**src/hw/rtl/gbpa_pkg.sv**
```systemverilog
// ---------------------------------------------------------------------------
// gbpa_pkg
// Types, counter constants and saturating helpers for the gshare predictor.
// ---------------------------------------------------------------------------
package gbpa_pkg;

    localparam int CNT_W = 2;

    localparam logic [CNT_W-1:0] CNT_MAX    = 2'd3;
    localparam logic [CNT_W-1:0] CNT_MIN    = 2'd0;
    localparam logic [CNT_W-1:0] CNT_THRESH = 2'd2;
    localparam logic [CNT_W-1:0] DIR_RESET  = 2'd1;
    localparam logic [CNT_W-1:0] AGR_RESET  = 2'd3;

    localparam logic FUNC_PREDICT = 1'b0;
    localparam logic FUNC_UPDATE  = 1'b1;

    typedef struct packed {
        logic [CNT_W-1:0] dir;
        logic [CNT_W-1:0] agr;
    } entry_t;

    typedef struct packed {
        logic func;
        logic taken;
        logic guessed;
    } op_t;

    localparam entry_t ENTRY_RESET = '{dir: DIR_RESET, agr: AGR_RESET};

    function automatic logic [CNT_W-1:0] sat_up(input logic [CNT_W-1:0] c);
        return (c == CNT_MAX) ? CNT_MAX : c + 2'd1;
    endfunction

    function automatic logic [CNT_W-1:0] sat_down(input logic [CNT_W-1:0] c);
        return (c == CNT_MIN) ? CNT_MIN : c - 2'd1;
    endfunction

endpackage

```
**src/hw/rtl/gbpa_core.sv**
```systemverilog
// ---------------------------------------------------------------------------
// gbpa_core
// Prediction and counter update for one table entry.
// ---------------------------------------------------------------------------
module gbpa_core (
    input  gbpa_pkg::entry_t rd_entry,
    input  gbpa_pkg::op_t    op,
    output logic             pred,
    output gbpa_pkg::entry_t wr_entry
);

    logic dir_taken;
    logic agr_keep;

    assign dir_taken = (rd_entry.dir >= gbpa_pkg::CNT_THRESH);
    assign agr_keep  = (rd_entry.agr >= gbpa_pkg::CNT_THRESH);

    // weak agreement flips the direction bit
    assign pred = agr_keep ? dir_taken : ~dir_taken;

    always_comb begin
        wr_entry.agr = (op.taken == op.guessed) ? gbpa_pkg::sat_up(rd_entry.agr)
                                                : gbpa_pkg::sat_down(rd_entry.agr);
        wr_entry.dir = op.taken ? gbpa_pkg::sat_up(rd_entry.dir)
                                : gbpa_pkg::sat_down(rd_entry.dir);
    end

endmodule

```
**config.mk**
```make
export PLATFORM = sky130hd
export DESIGN_NAME = gbpa_core
export DESIGN_NICKNAME = d
export VERILOG_FILES = /design/src/hw/rtl/gbpa_pkg.sv /design/src/hw/rtl/gbpa_core.sv
export SDC_FILE = /design/constraint.sdc
export NUM_CORES = 1
export LEC_CHECK = 0
export BUFFER_PORTS_ARGS = -buffer_cell sky130_fd_sc_hd__buf_2
export CAP_MARGIN = 0
export CORE_AREA = 2 2 39 41
export DETAILED_ROUTE_END_ITERATION = 10
export DIE_AREA = 0 0 41 43
export PLACE_DENSITY = 0.3
export SLEW_MARGIN = 20
export SYNTH_ARGS = -nofsm -noshare
export SYNTH_HDL_FRONTEND = slang
export SYNTH_SLANG_ARGS = --single-unit
```
**constraint.sdc**
```tcl
create_clock -name vclk -period 1
set_clock_uncertainty 0.15 [all_clocks]
set_input_delay 0.15 -clock vclk [all_inputs]
set_output_delay 0.15 -clock vclk [all_outputs]
set_load 0.05 [all_outputs]
```
; ---- Word-level counts from Yosys, hierarchy flattened
; Cells that the tools add are included.
[classes]
addsub = 4
n_lt_le_gt_ge = 2
eq_ne = 3
n_mux = 7
bitwise_logic = 1
n_reduce_logical = 2
[op_table]
columns = operator, count
row1 = $mux 2, 6
row2 = $add 2x1->2 const B, 2
row3 = $eq 2x2->1 const B, 2
row4 = $ge 2x2->1 const B, 2
row5 = $logic_not 2->1, 2
row6 = $sub 2x1->2 const B, 2
row7 = $eq 1x1->1, 1
row8 = $mux 1, 1
row9 = $not 1->1, 1
[word_totals]
reg_bits = 0
word_cells = 19

; ---- Depth between registers and ports, before layout
; Gate-level depths: netlist (run 1).
[logic_depth]
ltp_word = 3
depth_mapped = 2
ltp_nobuf = 2

; ---- Worst setup path before layout (run 1)
; OpenSTA, ideal clock, no wires.
[synth_timing]
path_kind = input to output
start = input rd_entry[3] (netlist name)
end = output pred
arrival_ps = 976
t_required_ps = 700
path_slack_ps = -276
path_stages = 1
path_buffers = 0
path_cell_list = xnor2_1
[synth_via]
elab_chain_len = 3
[synth_rtl]
columns = item, line_no
row1 = from (decl), gbpa_core.sv:6  ; input gbpa_pkg::entry_t rd_entry,
row2 = $ge 2x2->1 (*), gbpa_core.sv:15  ; assign dir_taken = (rd_entry.dir >= gbpa_pkg::CNT_THRESH);
row3 = $not 1->1, gbpa_core.sv:19  ; assign pred = agr_keep ? dir_taken : ~dir_taken;
row4 = $mux 1 (*), gbpa_core.sv:19
row5 = to (decl), gbpa_core.sv:8  ; output logic pred,
; Mark *: on every way between the ends. The rest lies on a longest branch, timed or not.

==> flow_summary_export.csv, run 1 <==
group,metric,value,unit
run_status,status,"complete, but fails checks",
run_status,failed_checks,"negative setup slack",
critical_path,crit_chain,"buf_8 -> xnor2_4 -> maj3_2 -> buf_8",
global_routing,grt_pass1_wl,303,um
critical_path,worstSetupPathType,"in2out",
timing,period_needed,1.16,ns
route,drc_errors,0,
layout,n_fill_cell,154,
logic_synthesis,yosysUniqueCellTypes,4,
logic_synthesis,yosys.area_share.simple,0,%
logic_synthesis,ys.warnings.count,0,
critical_path,cp_common_cell,"buf_8",
critical_path,crit_buf_inv,2,
timing,worst_pin_slew,0.249,ns
timing,hold_viol,0,
layout,nClkBuffers,0,
global_routing,overflow,0,
floorplan,initial_utilization,4.88,%
route,vias,100,
logic_synthesis,yosysSeqAreaShare,0,%
power,p_total,194,uW
critical_path,slowest_delay,0.32,ns
critical_path,cp.required,0.70,ns
critical_path,cp_slowest_cell,"maj3_2",
critical_path,path_delay_family,"adder cells",
power,vdd_drop_max,223,uV
timing,max_slew_margin,83.5,%
route,drtIter0Drc,0,
layout,syn2layout_area_growth,261,%
route,firstDrtPassIters,1,
timing,layout_setup_ws,-0.158,ns
route,wire_per_inst,7.29,um
floorplan,die_area,1760,sq um
layout,n_sequential_cell,0,
timing,timing.final.max_slew_violations,0,
layout,seqCellArea,0,sq um
critical_path,critPathLaunchType,"input port",
logic_synthesis,yosys-top-cells-count,"inv_1 (2), maj3_1 (2), maj3_2 (2), xnor2_1 (2)",
place,place.port_buffers,11,
global_routing,grt_pass1_vias,84,
power,p_leak,0.108,nW
layout,fin_util,17.6,%
logic_synthesis,synthTopCellsByArea,"maj3_2 (33%), maj3_1 (30%), xnor2_1 (26%)",
logic_synthesis,synth_top_family_by_area,"adder cells",
timing,fmax,0.864,GHz
logic_synthesis,synth_compound_area_share,0,%
worst_hold_path,min_path_type,"in2out",
logic_synthesis,syn_nets,15,
logic_synthesis,synth_mux_area_share,0,%
timing,final-setup-viol-count,4,
route,ant_nets,0,
logic_synthesis,syn-instance-count,8,
layout,drive_above_1_share,94.7,%
logic_synthesis,netlist_area,67.6,sq um
layout,finalNetCount,28,
critical_path,arrival,0.86,ns
route,routed_wl,255,um
floorplan,io_pins,12,
timing,rsz0062_at_grt,"true",
floorplan,fp-row-count,14,
global_routing,grt_max_degree,4,
floorplan,core,1380,sq um
global_routing,grt_usage,2.30,%
logic_synthesis,synth_top_area_share,33.3,%
global_routing,antenna_found_initial,0,
logic_synthesis,synth_xor_area_share,25.9,%
logic_synthesis,synth_adder_area_share,63.0,%
logic_synthesis,syn_area_per_cell,8.45,sq um
floorplan,die_w,41,um
place,place.gp.congestion,0.544,
timing,final.period_utilization,116,%
floorplan,die_h,43,um
logic_synthesis,synth.largest_area_cell,"maj3_2",
critical_path,endpoint_kind,"output port",
flow_run,drv_cap,0,
power,p_per_area,797,nW/um^2
route,viasPerCell,2.86,
worst_hold_path,worstHoldStart,"rd_entry[3]",
layout,num_antenna_cells,0,
critical_path,startpoint,"op[0]",
critical_path,crit_fanout,2,
## metrics by stage
stage               setup slack (ns)  TNS [ns]  instance area (sq um)  hold slack, ns  instances
floorplan                   0.000119         0                   96.3           0.330          8
global placement              -0.242    -0.709                    171           0.544         35
detailed placement            -0.237    -0.697                    171           0.548         35
CTS                           -0.168    -0.389                    226           0.501         35
global route                  -0.174    -0.405                    244           0.505         35
finish                        -0.158    -0.362                    244           0.491         35
## area by class of cell
| class | count | area (sq um) | area share (%) |
|---|---|---|---|
| repair buffers | 11 | 128 | 52.3 |
| multi-input cells | 6 | 88.8 | 36.4 |
| well taps | 16 | 20.0 | 8.21 |
| inverters | 2 | 7.51 | 3.08 |
## power by group
group,switching [mW],internal (mW)
Combinational,0.105,0.0899
Clock,0,0
Sequential,0,0
Total,0.105,0.0899
## final timing paths
path                 endpoint  slack, ns  cells past startpoint
setup / recovery  wr_entry[1]      -0.16                      4
hold / removal           pred       0.49                      3
## what timing repair did
action,4_1_cts,5_1_grt
hold endpoints to repair,0,0
endpoints found under the setup margin,4,4
resized for setup,17,5
pin swaps,3,4
buffers inserted,0,0
hold buffers,0,0
## layer usage
layer / share of wire (%) / track usage [%] / routed length [um]
met5: 0 / 0 / 0
met2: 30 / 3.13 / 77
met3: 32 / 1.57 / 81
met1: 38 / 3.16 / 96
met4: 0 / 0 / 0
## tightest hold or removal path: cells and delay by family
kind	cells	cell delay (ns)
buf+inv	2	0.28
xor+xnor	1	0.06
## kinds of logic after synthesis
kind of cell,after synthesis
xor gates and xnor gates,2
adders and majority gates,4
buffers and inverters,2
## cells in the final DEF (no fill, tap or decap)
| master | netlist | routed |
|---|---|---|
| xnor2_2 | 0 | 1 |
| inv_1 | 2 | 1 |
| inv_2 | 0 | 1 |
| buf_2 | 0 | 3 |
| buf_8 | 0 | 6 |
| maj3_2 | 2 | 4 |
| xnor2_4 | 0 | 1 |
| buf_6 | 0 | 2 |
(Power assumes the default switching activity.)
==> inputs of run 2 (changes only) <==
--- a/config.mk
+++ b/config.mk
@@ -6,11 +6,11 @@
 export NUM_CORES = 1
 export LEC_CHECK = 0
 export BUFFER_PORTS_ARGS = -buffer_cell sky130_fd_sc_hd__buf_2
-export CAP_MARGIN = 0
+export CAP_MARGIN = 20
 export CORE_AREA = 2 2 39 41
 export DETAILED_ROUTE_END_ITERATION = 10
 export DIE_AREA = 0 0 41 43
-export PLACE_DENSITY = 0.3
+export PLACE_DENSITY_LB_ADDON = 0.12
 export SLEW_MARGIN = 20
 export SYNTH_ARGS = -nofsm -noshare
 export SYNTH_HDL_FRONTEND = slang
==> flow_summary_export.csv, run 2 (synthesis gave the netlist of run 1 again) <==
group,metric,value,unit
layout,nClkBuffers,0,
timing,fmax,0.862,GHz
run_status,status,"complete, but fails checks",
timing,layout_setup_ws,-0.160,ns
layout,n_fill_cell,151,
layout,mostFrequentLayoutCell,"buf_8",
timing,hold_viol,0,
critical_path,worstSetupPathType,"in2out",
floorplan,io_pins,12,
timing,timing.final.max_slew_violations,0,
floorplan,die_h,43,um
layout,num_antenna_cells,0,
layout,multi_input_area,88.8,sq um
timing,max_slew_margin,83.4,%
global_routing,grt_max_degree,4,
route,viasPerCell,2.71,
global_routing,grt_pass1_vias,98,
worst_hold_path,worstHoldStart,"rd_entry[3]",
global_routing,grt_pass1_wl,372,um
floorplan,fp-row-count,14,
route,ant_nets,0,
place,dpl.cell_count,35,
power,p_leak,0.107,nW
critical_path,critPathLaunchType,"input port",
power,p_total,191,uW
floorplan,initial_utilization,4.88,%
timing,worst_pin_slew,0.250,ns
flow_run,drv_cap,0,
critical_path,startpoint,"op[0]",
place,place.gp.congestion,0.548,
timing,whs,0.494,ns
layout,mostFrequentLayoutCells,"buf_8 (5), maj3_2 (4), buf_2 (3), buf_6 (3), inv_1 (2)",
layout,seqCellArea,0,sq um
power,p_per_area,794,nW/um^2
layout,final_cells,35,
route,vias,95,
timing,final-setup-viol-count,4,
layout,fin_util,17.4,%
layout,finalNetCount,28,
critical_path,crit_fanout,2,
floorplan,core,1380,sq um
run_status,failed_checks,"negative setup slack",
place,pre_cts_ws,-0.245,ns
route,firstDrtPassIters,1,
layout,n_sequential_cell,0,
timing,period_needed,1.16,ns
global_routing,grt_usage,2.80,%
place,place.port_buffers,11,
route,wire_per_inst,6.06,um
timing,rsz0062_at_grt,"true",
critical_path,arrival,0.86,ns
route,drtIter0Drc,0,
worst_hold_path,min_path_type,"in2out",
clocking,cts_setup_buffers,0,
layout,syn2layout_area_growth,256,%
layout,drive_above_1_share,89.5,%
global_routing,antenna_found_initial,0,
power,vdd_drop_max,181,uV
route,drc_errors,0,
critical_path,cp.required,0.70,ns
route,routed_wl,212,um
floorplan,die_w,41,um
floorplan,die_area,1760,sq um
critical_path,endpoint_kind,"output port",
global_routing,overflow,0,
timing,final.period_utilization,116,%
-- run 2: cell count changes in the layout (fill, tap and decap cells not counted) --
cell	before	now
buf_6	2	3
inv_1	1	2
buf_8	6	5
inv_2	1	0
-- run 2: what timing repair did --
item                       CTS  global route
setup endpoints to repair    4             4
pin swaps                    3             3
hold buffers                 0             0
gates resized for setup     17             3
-- run 2: metrics by stage --
step | instance area, sq um | TNS [ns]
finish | 240 | -0.367
CTS | 226 | -0.394
detailed placement | 171 | -0.704
global route | 240 | -0.419
floorplan | 96.3 | 0
global placement | 171 | -0.668
-- run 2: layout make-up --
cell class / count / share of cell area (%)
inverters: 2 / 3.13
multi-input cells: 6 / 37.0
repair buffers: 11 / 51.6
well taps: 16 / 8.33
-- run 2: final timing paths --
check                 cells past startpoint     endpoint  slack [ns]
worst min-delay path                      3         pred        0.49
worst max-delay path                      4  wr_entry[1]       -0.16
-- run 2: critical path, stage by stage --
cell	delay [ns]
buf_8	0.10
xnor2_4	0.13
maj3_2	0.32
buf_8	0.15
-- run 2: report_power, final --
group / switching (mW) / internal [mW] / leakage [nW] / total, mW
Clock: 0 / 0 / 0 / 0
Combinational: 0.103 / 0.0882 / 0.107 / 0.191
Sequential: 0 / 0 / 0 / 0
Total: 0.103 / 0.0882 / 0.107 / 0.191
-- run 2: routing by layer --
layer / vias up / part of all wire [%] / wire (um) / global-route usage, %
li1: 48 / - / - / -
met1: 41 / 33 / 69 / 3.49
met2: 6 / 48 / 101 / 5.31
met3: 0 / 19 / 41 / 0
met4: 0 / 0 / 0 / 0
met5: - / 0 / 0 / 0
