<file path="src/hw/rtl/gbpa_outq.sv">
// ---------------------------------------------------------------------------
// gbpa_outq
// Two-entry result buffer: output register plus skid slot.
// ---------------------------------------------------------------------------
module gbpa_outq (
    input  logic aclk,
    input  logic aresetn,
    input  logic push,
    input  logic push_data,
    input  logic m_ready,
    output logic m_valid,
    output logic m_data,
    output logic full
);

    logic out_valid_reg, out_valid_next;
    logic out_data_reg,  out_data_next;
    logic skid_valid_reg, skid_valid_next;
    logic skid_data_reg,  skid_data_next;
    logic out_free;

    assign out_free = ~out_valid_reg | m_ready;

    always_comb begin
        out_valid_next  = out_valid_reg;
        out_data_next   = out_data_reg;
        skid_valid_next = skid_valid_reg;
        skid_data_next  = skid_data_reg;
        if (out_free) begin
            if (skid_valid_reg) begin
                out_valid_next  = 1'b1;
                out_data_next   = skid_data_reg;
                skid_valid_next = push;
                skid_data_next  = push_data;
            end else begin
                out_valid_next = push;
                out_data_next  = push_data;
            end
        end else if (push) begin
            skid_valid_next = 1'b1;
            skid_data_next  = push_data;
        end
    end

    always_ff @(posedge aclk) begin
        if (!aresetn) begin
            out_valid_reg  <= 1'b0;
            skid_valid_reg <= 1'b0;
        end else begin
            out_valid_reg  <= out_valid_next;
            skid_valid_reg <= skid_valid_next;
        end
        out_data_reg  <= out_data_next;
        skid_data_reg <= skid_data_next;
    end

    assign m_valid = out_valid_reg;
    assign m_data  = out_data_reg;
    assign full    = skid_valid_reg;

endmodule

</file>
<file path="config.mk">
export PLATFORM = sky130hd
export DESIGN_NAME = gbpa_outq
export DESIGN_NICKNAME = d
export VERILOG_FILES = /design/src/hw/rtl/gbpa_outq.sv
export SDC_FILE = /design/constraint.sdc
export NUM_CORES = 1
export LEC_CHECK = 0
export BUFFER_PORTS_ARGS = -buffer_cell sky130_fd_sc_hd__buf_2
export CAP_MARGIN = 20
export CORE_AREA = 2 2 39 41
export CTS_CLUSTER_DIAMETER = 30
export CTS_CLUSTER_SIZE = 16
export DETAILED_ROUTE_END_ITERATION = 10
export DIE_AREA = 0 0 41 43
export HOLD_SLACK_MARGIN = 0.15
export PLACE_DENSITY_LB_ADDON = 0.2
export SLEW_MARGIN = 10
export SYNTH_ARGS = -nofsm -noshare
export SYNTH_HDL_FRONTEND = slang
export SYNTH_SLANG_ARGS = --single-unit
</file>
<file path="constraint.sdc">
create_clock -name aclk -period 1.66 [get_ports aclk]
set_clock_uncertainty 0.2 [all_clocks]
set_input_delay 0.166 -clock aclk [delete_from_list [all_inputs] [get_ports aclk]]
set_output_delay 0.166 -clock aclk [all_outputs]
set_load 0.02 [all_outputs]
</file>
# Yosys cells after proc, flatten, opt, wreduce, memory -nomap -nowiden
# Cells that the tools add are included.
# op_classes
bitwise	2
n_addsub	0
eq_ne	1
n_shift	0
n_mux	8
reduce_logical	2
magnitude_cmp	0
n_mul	0
div_mod_pow	0
# ops
op	n
2-to-1 mux 1 bit	8
!= test 2 bit (second input constant)	1
AND reduction 2 bit	1
nonzero test 2 bit	1
NOT 1 bit	1
OR 1 bit	1
# word_totals
inputBits	5
register_bits	4
mem_bits_ro	0
wordCells	17
n_memories	0
latch_bits	0
output_inout_bits	3
ram_bits	0

# Longest topological paths before layout
# Gate-level depths: netlist of run 1.
# logic_depth
ltp_word	4
depth_mapped	3
depth_no_buf	3

# Worst setup path after synthesis of run 1
# No wires, ideal clock.
# synth_path
path_kind	register -> register
start	register out_valid_reg (netlist: m_valid)
end	register skid_data_reg, enable pin
setup_time_ns	0.246
required_ns	1.214
path_slack_ns	0.285
stages_incl_launch_ff	3
arrival_time_ns	0.929
cell_sequence	dfxtp_1 -> nor2b_4 -> mux2_4
# synth_via
elab_chain_len	4
# synth_lines
item	line_no	text
start, declared	16	logic out_valid_reg, out_valid_next;
start signal, assigned	50	out_valid_reg <= out_valid_next;
NOT 1 bit (*)	22	assign out_free = ~out_valid_reg | m_ready;
OR 1 bit (*)	22	
!= test 2 bit (no source line) / nonzero test 2 bit (equally long branches)	--	
AND reduction 2 bit (no source line) (*)	--	
end signal, assigned	54	skid_data_reg <= skid_data_next;
end, declared	19	logic skid_data_reg, skid_data_next;
# Mark *: on every way between the ends. The rest lies on a longest branch, timed or not.
# A chain may end at the register's enable or synchronous reset.

# Final worst setup path of run 1
# layout_path
start	input port aresetn
end	register out_valid_reg (netlist: m_valid)
# layout_rtl
item	line_no	text
start, declared	7	input logic aresetn,
# No word-level cell between the ends.

==> metrics.txt, run 1 <==
status=finished clean; Critical Path Sink Type=flop; largest family of logic cells by synthesized area=multiplexers; Via-to-Cell Ratio=3.36; clk buf depth=2; DP Area=224 sq um; R2R Path Start=m_valid; Tmin final=1.55 ns; worst vdd ir=280 uV; drt pass-1 iters=2; total wire length=359 um; Syn Inst Count=12; first-pass GRT wire length=~630 um; CP required=1.57 ns; cts bufs inserted=3; layout cells sized above 1=0.464; Core Util, Final=0.217; Synth Area in Compound Gates=0.126; Synth Area in Simple Gates=0.104; die area=1760 sq um; Initial Utilization=0.122; Fin. Hold Viols=0; Non-Filler Instances=44; Crit Path Category=in2reg; syn nets=17; Yosys top cell area share=0.356; largest net degree at the start of global routing=7; number of synthesized flops with an enable pin=2; cell taking the most area after synthesis=edfxtp_1; startpoint types=input pin; Finished Cell Area=300 sq um; sequential share of the synthesized area=0.593; ys async rst share=0; WL per Instance=8.16 um; Root Driver=clkbuf_4; DR DRC count=0; Placer Congestion=0.532; Avg Cell Area, Syn=14.1 sq um; synth warn=0; Reg2Reg Setup Slack=0.12 ns; IO Count=8; initial DRC count=7; max_cap viols=0; worst relative slew slack=0.863; number of global-route vias before repair=160; fillers=between 150 and 200; Die Height=about 43 um; CTS tree=done; ranking of synthesized cells by area=edfxtp_1, dfxtp_1, mux2_4; DIE WIDTH=41 um; worst skew pair latency=0.23 ns; Overall Global Routing Usage=0.0645; Vias=148; Unique masters post-synth=10; Setup TNS=0 ns; Worst EP arrival=about 1.5 ns; total leakage power=0.128 nW; worst hold slack=between 0.15 and 0.2 ns; Mapped Area=169 sq um; Overflow after GRT=0; RSZ-0062 raised after global routing=false; floorplan core area=1380 sq um; Seq cells post-synth=4; WHS Endpoint=skid_data_reg; nets=34; Layout area overhead=77.8%; post-synthesis adder-cell area fraction=0; Synth Area in XOR/XNOR=0; crit-path max FO=2; Worst Reg-to-Reg Cells=4; Pwr Density=942 nW/um^2; hold path cells=3; placed cells=35; Num Clock Sinks=4; Hold WC Path Type=in2reg; min-delay src=m_ready; endpoints failing setup=0; Least-Margin Pin Slew=0.206 ns; top_reg_cell synth=edfxtp_1; f_max=645 MHz; antenna cell count=0; Clock transition at path regs=0.04 ns; list of most frequent post-synthesis cells=dfxtp_1, edfxtp_1; Final period util=0.934; worst r2r dst=full; initial antenna violation count=0; Rows=14; final slew viol count=0; post-synthesis mux area share=0.156; H-tree levels=1; Detail Route Antenna Nets=0; number of port buffers=7
## how the worst max path moves through the flow
stage | from | to | slack, ns
2_1_floorplan | m_valid | skid_data_reg | 0.29
3_3_place_gp | m_valid | skid_data_reg | 0.43
3_5_place_dp | m_valid | skid_data_reg | 0.43
4_1_cts | m_valid | full | 0.11
5_1_grt | m_valid | full | 0.03
6_report | aresetn | m_valid | 0.11
## layout make-up
| type | count | area, sq um | area share |
|---|---|---|---|
| Tap cell | 16 | 20.0 | 0.0667 |
| Multi-Input combinational cell | 7 | 65.1 | 0.217 |
| Clock buffer | 4 | 26.3 | 0.0875 |
| Sequential cell | 4 | 100 | 0.333 |
| Timing Repair Buffer | 12 | 85.1 | 0.283 |
| Inverter | 1 | 3.75 | 0.0125 |
## layout by cell type, fill, tap and decap left out
| cell type | Yosys | layout |
|---|---|---|
| a21boi_1 | 1 | 1 |
| buf_2 | 0 | 7 |
| clkbuf_1 | 0 | 1 |
| clkbuf_4 | 0 | 3 |
| dfxtp_1 | 2 | 2 |
| dlygate4sd3_1 | 0 | 5 |
| edfxtp_1 | 2 | 2 |
| inv_1 | 1 | 1 |
| mux2_2 | 1 | 1 |
| mux2_4 | 1 | 1 |
| nand2_1 | 1 | 1 |
| nor2b_4 | 1 | 1 |
| o21ai_1 | 1 | 1 |
| o31a_1 | 1 | 1 |
## through the flow
step                total power, W  worst slack [ns]
floorplan                 0.000131             0.285
global placement          0.000142             0.433
detailed placement        0.000143             0.428
CTS                       0.000288             0.107
global route              0.000305            0.0322
finish                    0.000283             0.110
## cells by family (layout without fill, tap and decap cells)
logic type	Yosys count	in the layout
compound gates	3	3
simple gates	2	2
buf+inv	1	17
flops	4	4
mux	2	2
## worst max-delay path, stage by stage
cell and delay [ns]:
dlygate4sd3_1 0.53, buf_2 0.13, o31a_1 0.09, dlygate4sd3_1 0.55
## layer usage
layer	routed length, um	vias up	track usage
li1	-	76	-
met1	154	62	0.0554
met2	150	8	0.0719
met3	48	2	0.0785
met4	6	0	0.0600
met5	0	-	0
## repair_timing
action                                 CTS  global route
resized for setup                        0             0
hold buffers                             5             0
setup buffers                            0             0
endpoints found under the hold margin    6             0
## where the power goes
group | switching (W) | total [W] | internal, W
Combinational | 0.0000157 | 0.0000381 | 0.0000224
Sequential | 0.00000262 | 0.000113 | 0.000110
Clock | 0.0000416 | 0.000132 | 0.0000903
No activity file was read; power rests on OpenSTA's default activity.
==> inputs of run 2 (changes only) <==
--- a/config.mk
+++ b/config.mk
@@ -14,6 +14,7 @@
 export DIE_AREA = 0 0 41 43
 export HOLD_SLACK_MARGIN = 0.15
 export PLACE_DENSITY_LB_ADDON = 0.2
+export RECOVER_POWER = 100
 export SLEW_MARGIN = 10
 export SYNTH_ARGS = -nofsm -noshare
 export SYNTH_HDL_FRONTEND = slang
==> metrics.txt, run 2 (synthesis gave the netlist of run 1 again) <==
status=finished clean; total wire length=364 um (+1.4%); Overall Global Routing Usage=0.0645 (unchanged); power share of the sequential group=0.404 (+0.005); H-tree levels=1 (unchanged); DR DRC count=0 (unchanged); R2R Path Start=m_valid; hold path cells=3 (unchanged); Setup Fix Bufs, Post-CTS=0 (unchanged); Fin. Hold Viols=0 (unchanged); net switching power of the design=0.0000600 W (+0.25%); WL per Instance=8.27 um (+1.4%); Worst Reg-to-Reg Cells=4 (unchanged); worst vdd ir=279 uV (-0.35%); Finished Cell Area=292 sq um (-2.9%); number of global-route vias before repair=160 (unchanged); endpoints failing setup=0 (unchanged); WHS Endpoint=skid_data_reg; CP dominant cell by count=dlygate4sd3_1; cell family with most CP delay=buffers and inverters; final slew viol count=0 (unchanged); Critical Path Slowest Stage Cell=dlygate4sd3_1; IO Count=8 (unchanged); total leakage power=0.114 nW (-11%); Initial Utilization=0.122 (unchanged); die area=1760 sq um (unchanged); worst r2r dst=full; Pwr Density=961 nW/um^2 (+2.0%); Die Height=43 um (unchanged); clock network power share=0.471 (+0.005); Least-Margin Pin Slew=0.257 ns (+0.0515 ns); cts bufs inserted=3 (unchanged); antenna cell count=0 (unchanged); clk buf depth=2 (unchanged); layout cells sized above 1=0.286 (-0.179); Detail Route Antenna Nets=0 (unchanged); Clock transition at path regs=0.04 ns (about the same); largest net degree at the start of global routing=7 (unchanged); Worst EP arrival=1.46 ns (about the same); startpoint types=input pin; f_max=646 MHz (about the same); Vias=147 (-0.68%); Crit Path Category=in2reg; number of port buffers=7 (unchanged); crit-path max FO=2 (unchanged); CP required=1.57 ns (about the same); DIE WIDTH=41 um (unchanged); first-pass GRT wire length=627 um (unchanged); worst relative slew slack=0.829 (-0.0334); Via-to-Cell Ratio=3.34 (-0.68%); RSZ-0062 raised after global routing=false; Final period util=0.933 (about the same); drt pass-1 iters=2 (unchanged); floorplan core area=1380 sq um (unchanged); Num Clock Sinks=4 (unchanged); crit-path max cell delay=0.55 ns (about the same); Root Driver=clkbuf_4; most frequent cells in the layout=clkbuf_1, dlygate4sd3_1, clkbuf_4, buf_2; sw frac=0.214 (+0.00256); Layout area overhead=72.6%; internal power=0.000220 W (-1.3%); Overflow after GRT=0 (unchanged); Hold WC Path Type=in2reg; DP Area=224 sq um (unchanged); Design Power=0.000280 W (-0.95%); CTS tree=done; initial antenna violation count=0 (unchanged); Setup TNS=0 ns (unchanged); max_cap viols=0 (unchanged); initial DRC count=7 (unchanged); WP buf/inv=3 (unchanged); nets=34 (unchanged); Placer Congestion=0.532 (unchanged); Combinational Power Share=0.126 (-0.009); CP Cell Sequence=dlygate4sd3_1 -> buf_2 -> o31a_1 -> dlygate4sd3_1; Critical Path Sink Type=flop; worst skew pair latency=0.23 ns (about the same); min-delay src=m_ready; Rows=14 (unchanged); Reg2Reg Setup Slack=0.12 ns (about the same); Tmin final=1.55 ns (-0.000595 ns)
==> run 2: power by group through the flow <==
stage | sequential, W | combinational (W) | clock (W)
2_1_floorplan | 0.000120 | 0.0000107 | 0
3_3_place_gp | 0.000114 | 0.0000278 | 0
3_5_place_dp | 0.000114 | 0.0000287 | 0
4_1_cts | 0.000113 | 0.0000382 | 0.000137
5_1_grt | 0.000114 | 0.0000389 | 0.000150
6_report | 0.000113 | 0.0000352 | 0.000132
==> run 2: layer usage <==
metal / wire (um) / part of all wire / up-vias / GRT usage
met4: 6 / 0.016 / 0 / 0.0600
met5: 0 / 0 / - / 0
met3: 49 / 0.13 / 2 / 0.0785
met2: 146 / 0.40 / 8 / 0.0719
met1: 162 / 0.45 / 61 / 0.0554
li1: - / - / 76 / -
==> run 2: worst max path at each step <==
stage	end	from	cells past startpoint
floorplan	skid_data_reg	m_valid	2
detailed placement	skid_data_reg	m_valid	2
global placement	skid_data_reg	m_valid	2
finish	m_valid	aresetn	4
global route	full	m_valid	4
CTS	full	m_valid	4
==> run 2: tightest hold or removal path: cells and delay by family <==
family	cells	cell delay, ns
buf+inv	1	0.10
simple gates	1	0.04
mux	1	0.20
==> run 2: layout make-up <==
| class | instances | area, sq um |
|---|---|---|
| fillers | 158 | 1090 |
| inverters | 1 | 3.75 |
| clock buffers | 4 | 26.3 |
| repair buffers | 12 | 80.1 |
| well taps | 16 | 20.0 |
| flip-flops and latches | 4 | 100 |
| multi-input cells | 7 | 61.3 |
==> run 2: metrics by stage <==
stage           util  instances  setup WS [ns]  hold slack, ns
2_1_floorplan      -         12          0.285          0.0649
3_3_place_gp   0.162         35          0.433           0.163
3_5_place_dp   0.162         35          0.428           0.170
4_1_cts        0.217         44          0.107           0.167
5_1_grt        0.211         44         0.0367           0.197
6_report       0.211         44          0.111           0.190
==> run 2: repair_timing <==
action | in CTS | in global routing
hold buffers | 5 | 0
gates resized for setup | 0 | 0
hold endpoints to repair | 6 | 0
==> inputs of run 3 (changes only) <==
--- a/config.mk
+++ b/config.mk
@@ -7,6 +7,8 @@
 export LEC_CHECK = 0
 export BUFFER_PORTS_ARGS = -buffer_cell sky130_fd_sc_hd__buf_2
 export CAP_MARGIN = 20
+export CELL_PAD_IN_SITES_DETAIL_PLACEMENT = 2
+export CELL_PAD_IN_SITES_GLOBAL_PLACEMENT = 2
 export CORE_AREA = 2 2 39 41
 export CTS_CLUSTER_DIAMETER = 30
 export CTS_CLUSTER_SIZE = 16
==> metrics.txt, run 3 (synthesis gave the netlist of run 1 again) <==
status=finished clean; R2R Path Start=m_valid; drt pass-1 iters=1 (-1); cell family with most CP delay=buffers and inverters; first-pass GRT wire length=683 um (+8.9%); CP required=1.47 ns (-0.10 ns); Crit Path Category=reg2reg; layout cells sized above 1=0.296 (+0.0106); Rows=14 (unchanged); cts bufs inserted=3 (unchanged); WP buf/inv=2 (-1); CTS tree=done; most frequent cells in the layout=dlygate4sd3_1, clkbuf_1, clkbuf_4, buf_2; Worst EP arrival=1.37 ns (-0.09 ns); Placer Congestion=0.574 (+7.9%); met2 WL post-DR=204 um (+40%); worst vdd ir=144 uV (-48%); Tmin final=1.56 ns (+0.0158 ns); startpoint types=flop; Clock transition at path regs=0.04 ns (about the same); IO Count=8 (unchanged); die area=1760 sq um (unchanged); worst relative slew slack=0.831 (+0.00227); endpoints failing setup=0 (unchanged); Final period util=0.943 (+0.00953); total wire length=422 um (+16%); final slew viol count=0 (unchanged); Root Driver=clkbuf_4; nets=34 (unchanged); Setup TNS=0 ns (unchanged); final worst slack=0.0950 ns (-0.0158 ns); Detail Route Antenna Nets=0 (unchanged); Overall Global Routing Usage=0.0673 (+0.00282); antenna cell count=0 (unchanged); wire length on met1=165 um (+1.9%); Layout area overhead=70.4%; Design Power=0.000277 W (-1.0%); met3 WL post-DR=25 um (-49%); max_cap viols=0 (unchanged); Critical Path Slowest Stage Cell=dlygate4sd3_1; initial antenna violation count=0 (unchanged); Critical Path Sink Type=flop; H-tree levels=1 (unchanged); Multi-input gate area=61.3 sq um (unchanged); CP Cell Sequence=nor2b_4 -> dlygate4sd3_1 -> inv_1; most common cell after layout, fill and taps aside=dlygate4sd3_1; largest net degree at the start of global routing=7 (unchanged); worst skew pair latency=0.24 ns (about the same); min-delay src=m_ready; WL per Instance=9.81 um (+19%); highest metal used=met4; Pwr Density=964 nW/um^2 (+0.26%); Initial Utilization=0.122 (unchanged); number of global-route vias before repair=165 (+3.1%); RSZ-0062 raised after global routing=false; initial DRC count=0 (-7); FF/Latch Area=100 sq um (unchanged); crit-path max FO=3 (+1); Num Clock Sinks=4 (unchanged); total leakage power=0.113 nW (-1.0%); Fin. Hold Viols=0 (unchanged); Via-to-Cell Ratio=3.60 (+7.9%); Core Util, Final=0.208 (-0.00271); Overflow after GRT=0 (unchanged); Die Height=43 um (unchanged); f_max=639 MHz (-1.0%); Vias=155 (+5.4%); Setup crit start=m_valid; DR DRC count=0 (unchanged); Hold WC Path Type=in2reg; clk buf depth=2 (unchanged); floorplan core area=1380 sq um (unchanged); crit-path max cell delay=0.59 ns (+0.04 ns); Post-Place Setup Slack=0.413 ns (-0.0149 ns); number of port buffers=7 (unchanged); Least-Margin Pin Slew=0.254 ns (-0.00341 ns); worst hold slack=0.191 ns (+0.000573 ns); DIE WIDTH=41 um (unchanged); CTS resizes=0 (unchanged); fillers=164 (+3.8%)
[run 3: what timing repair did]
item	4_1_cts	5_1_grt
setup buffers	0	0
hold endpoints to repair	6	0
hold buffers	5	0
[run 3: area by class of cell]
type | count | area share
Inverter | 1 | 0.0130
Sequential cell | 4 | 0.348
Tap cell | 16 | 0.0696
Clock buffer | 3 | 0.0783
Timing Repair Buffer | 12 | 0.278
Multi-Input combinational cell | 7 | 0.213
[run 3: per-layer routing]
layer  vias to the layer above  track usage
met3                         3       0.0314
met2                         9       0.0781
li1                         74            -
met1                        69       0.0677
met5                         -            0
met4                         0        0.100
[run 3: final timing paths]
kind / slack [ns] / depth (start not counted) / end
worst max register to register: 0.1 / 3 / m_data
worst min-delay path: 0.19 / 3 / skid_data_reg
worst min register to register: 0.34 / 2 / full
worst max-delay path: 0.1 / 3 / m_data
[run 3: power breakdown]
part / internal, W / total [W] / switching [W]
clock: 0.0000814 / 0.000129 / 0.0000473
sequential: 0.000110 / 0.000113 / 0.00000267
combinational: 0.0000196 / 0.0000357 / 0.0000161
[run 3: worst register-to-register path, delay by kind of cell (launching register included)]
family / cells / cell delay, ns
buf+inv: 2 / 0.65
flops: 1 / 0.32
simple gates: 1 / 0.16
[run 3: per-stage QoR]
stage / instances / instance area, sq um
detailed placement: 35 / 224
global placement: 35 / 224
floorplan: 12 / 169
CTS: 43 / 297
global route: 43 / 288
finish: 43 / 288
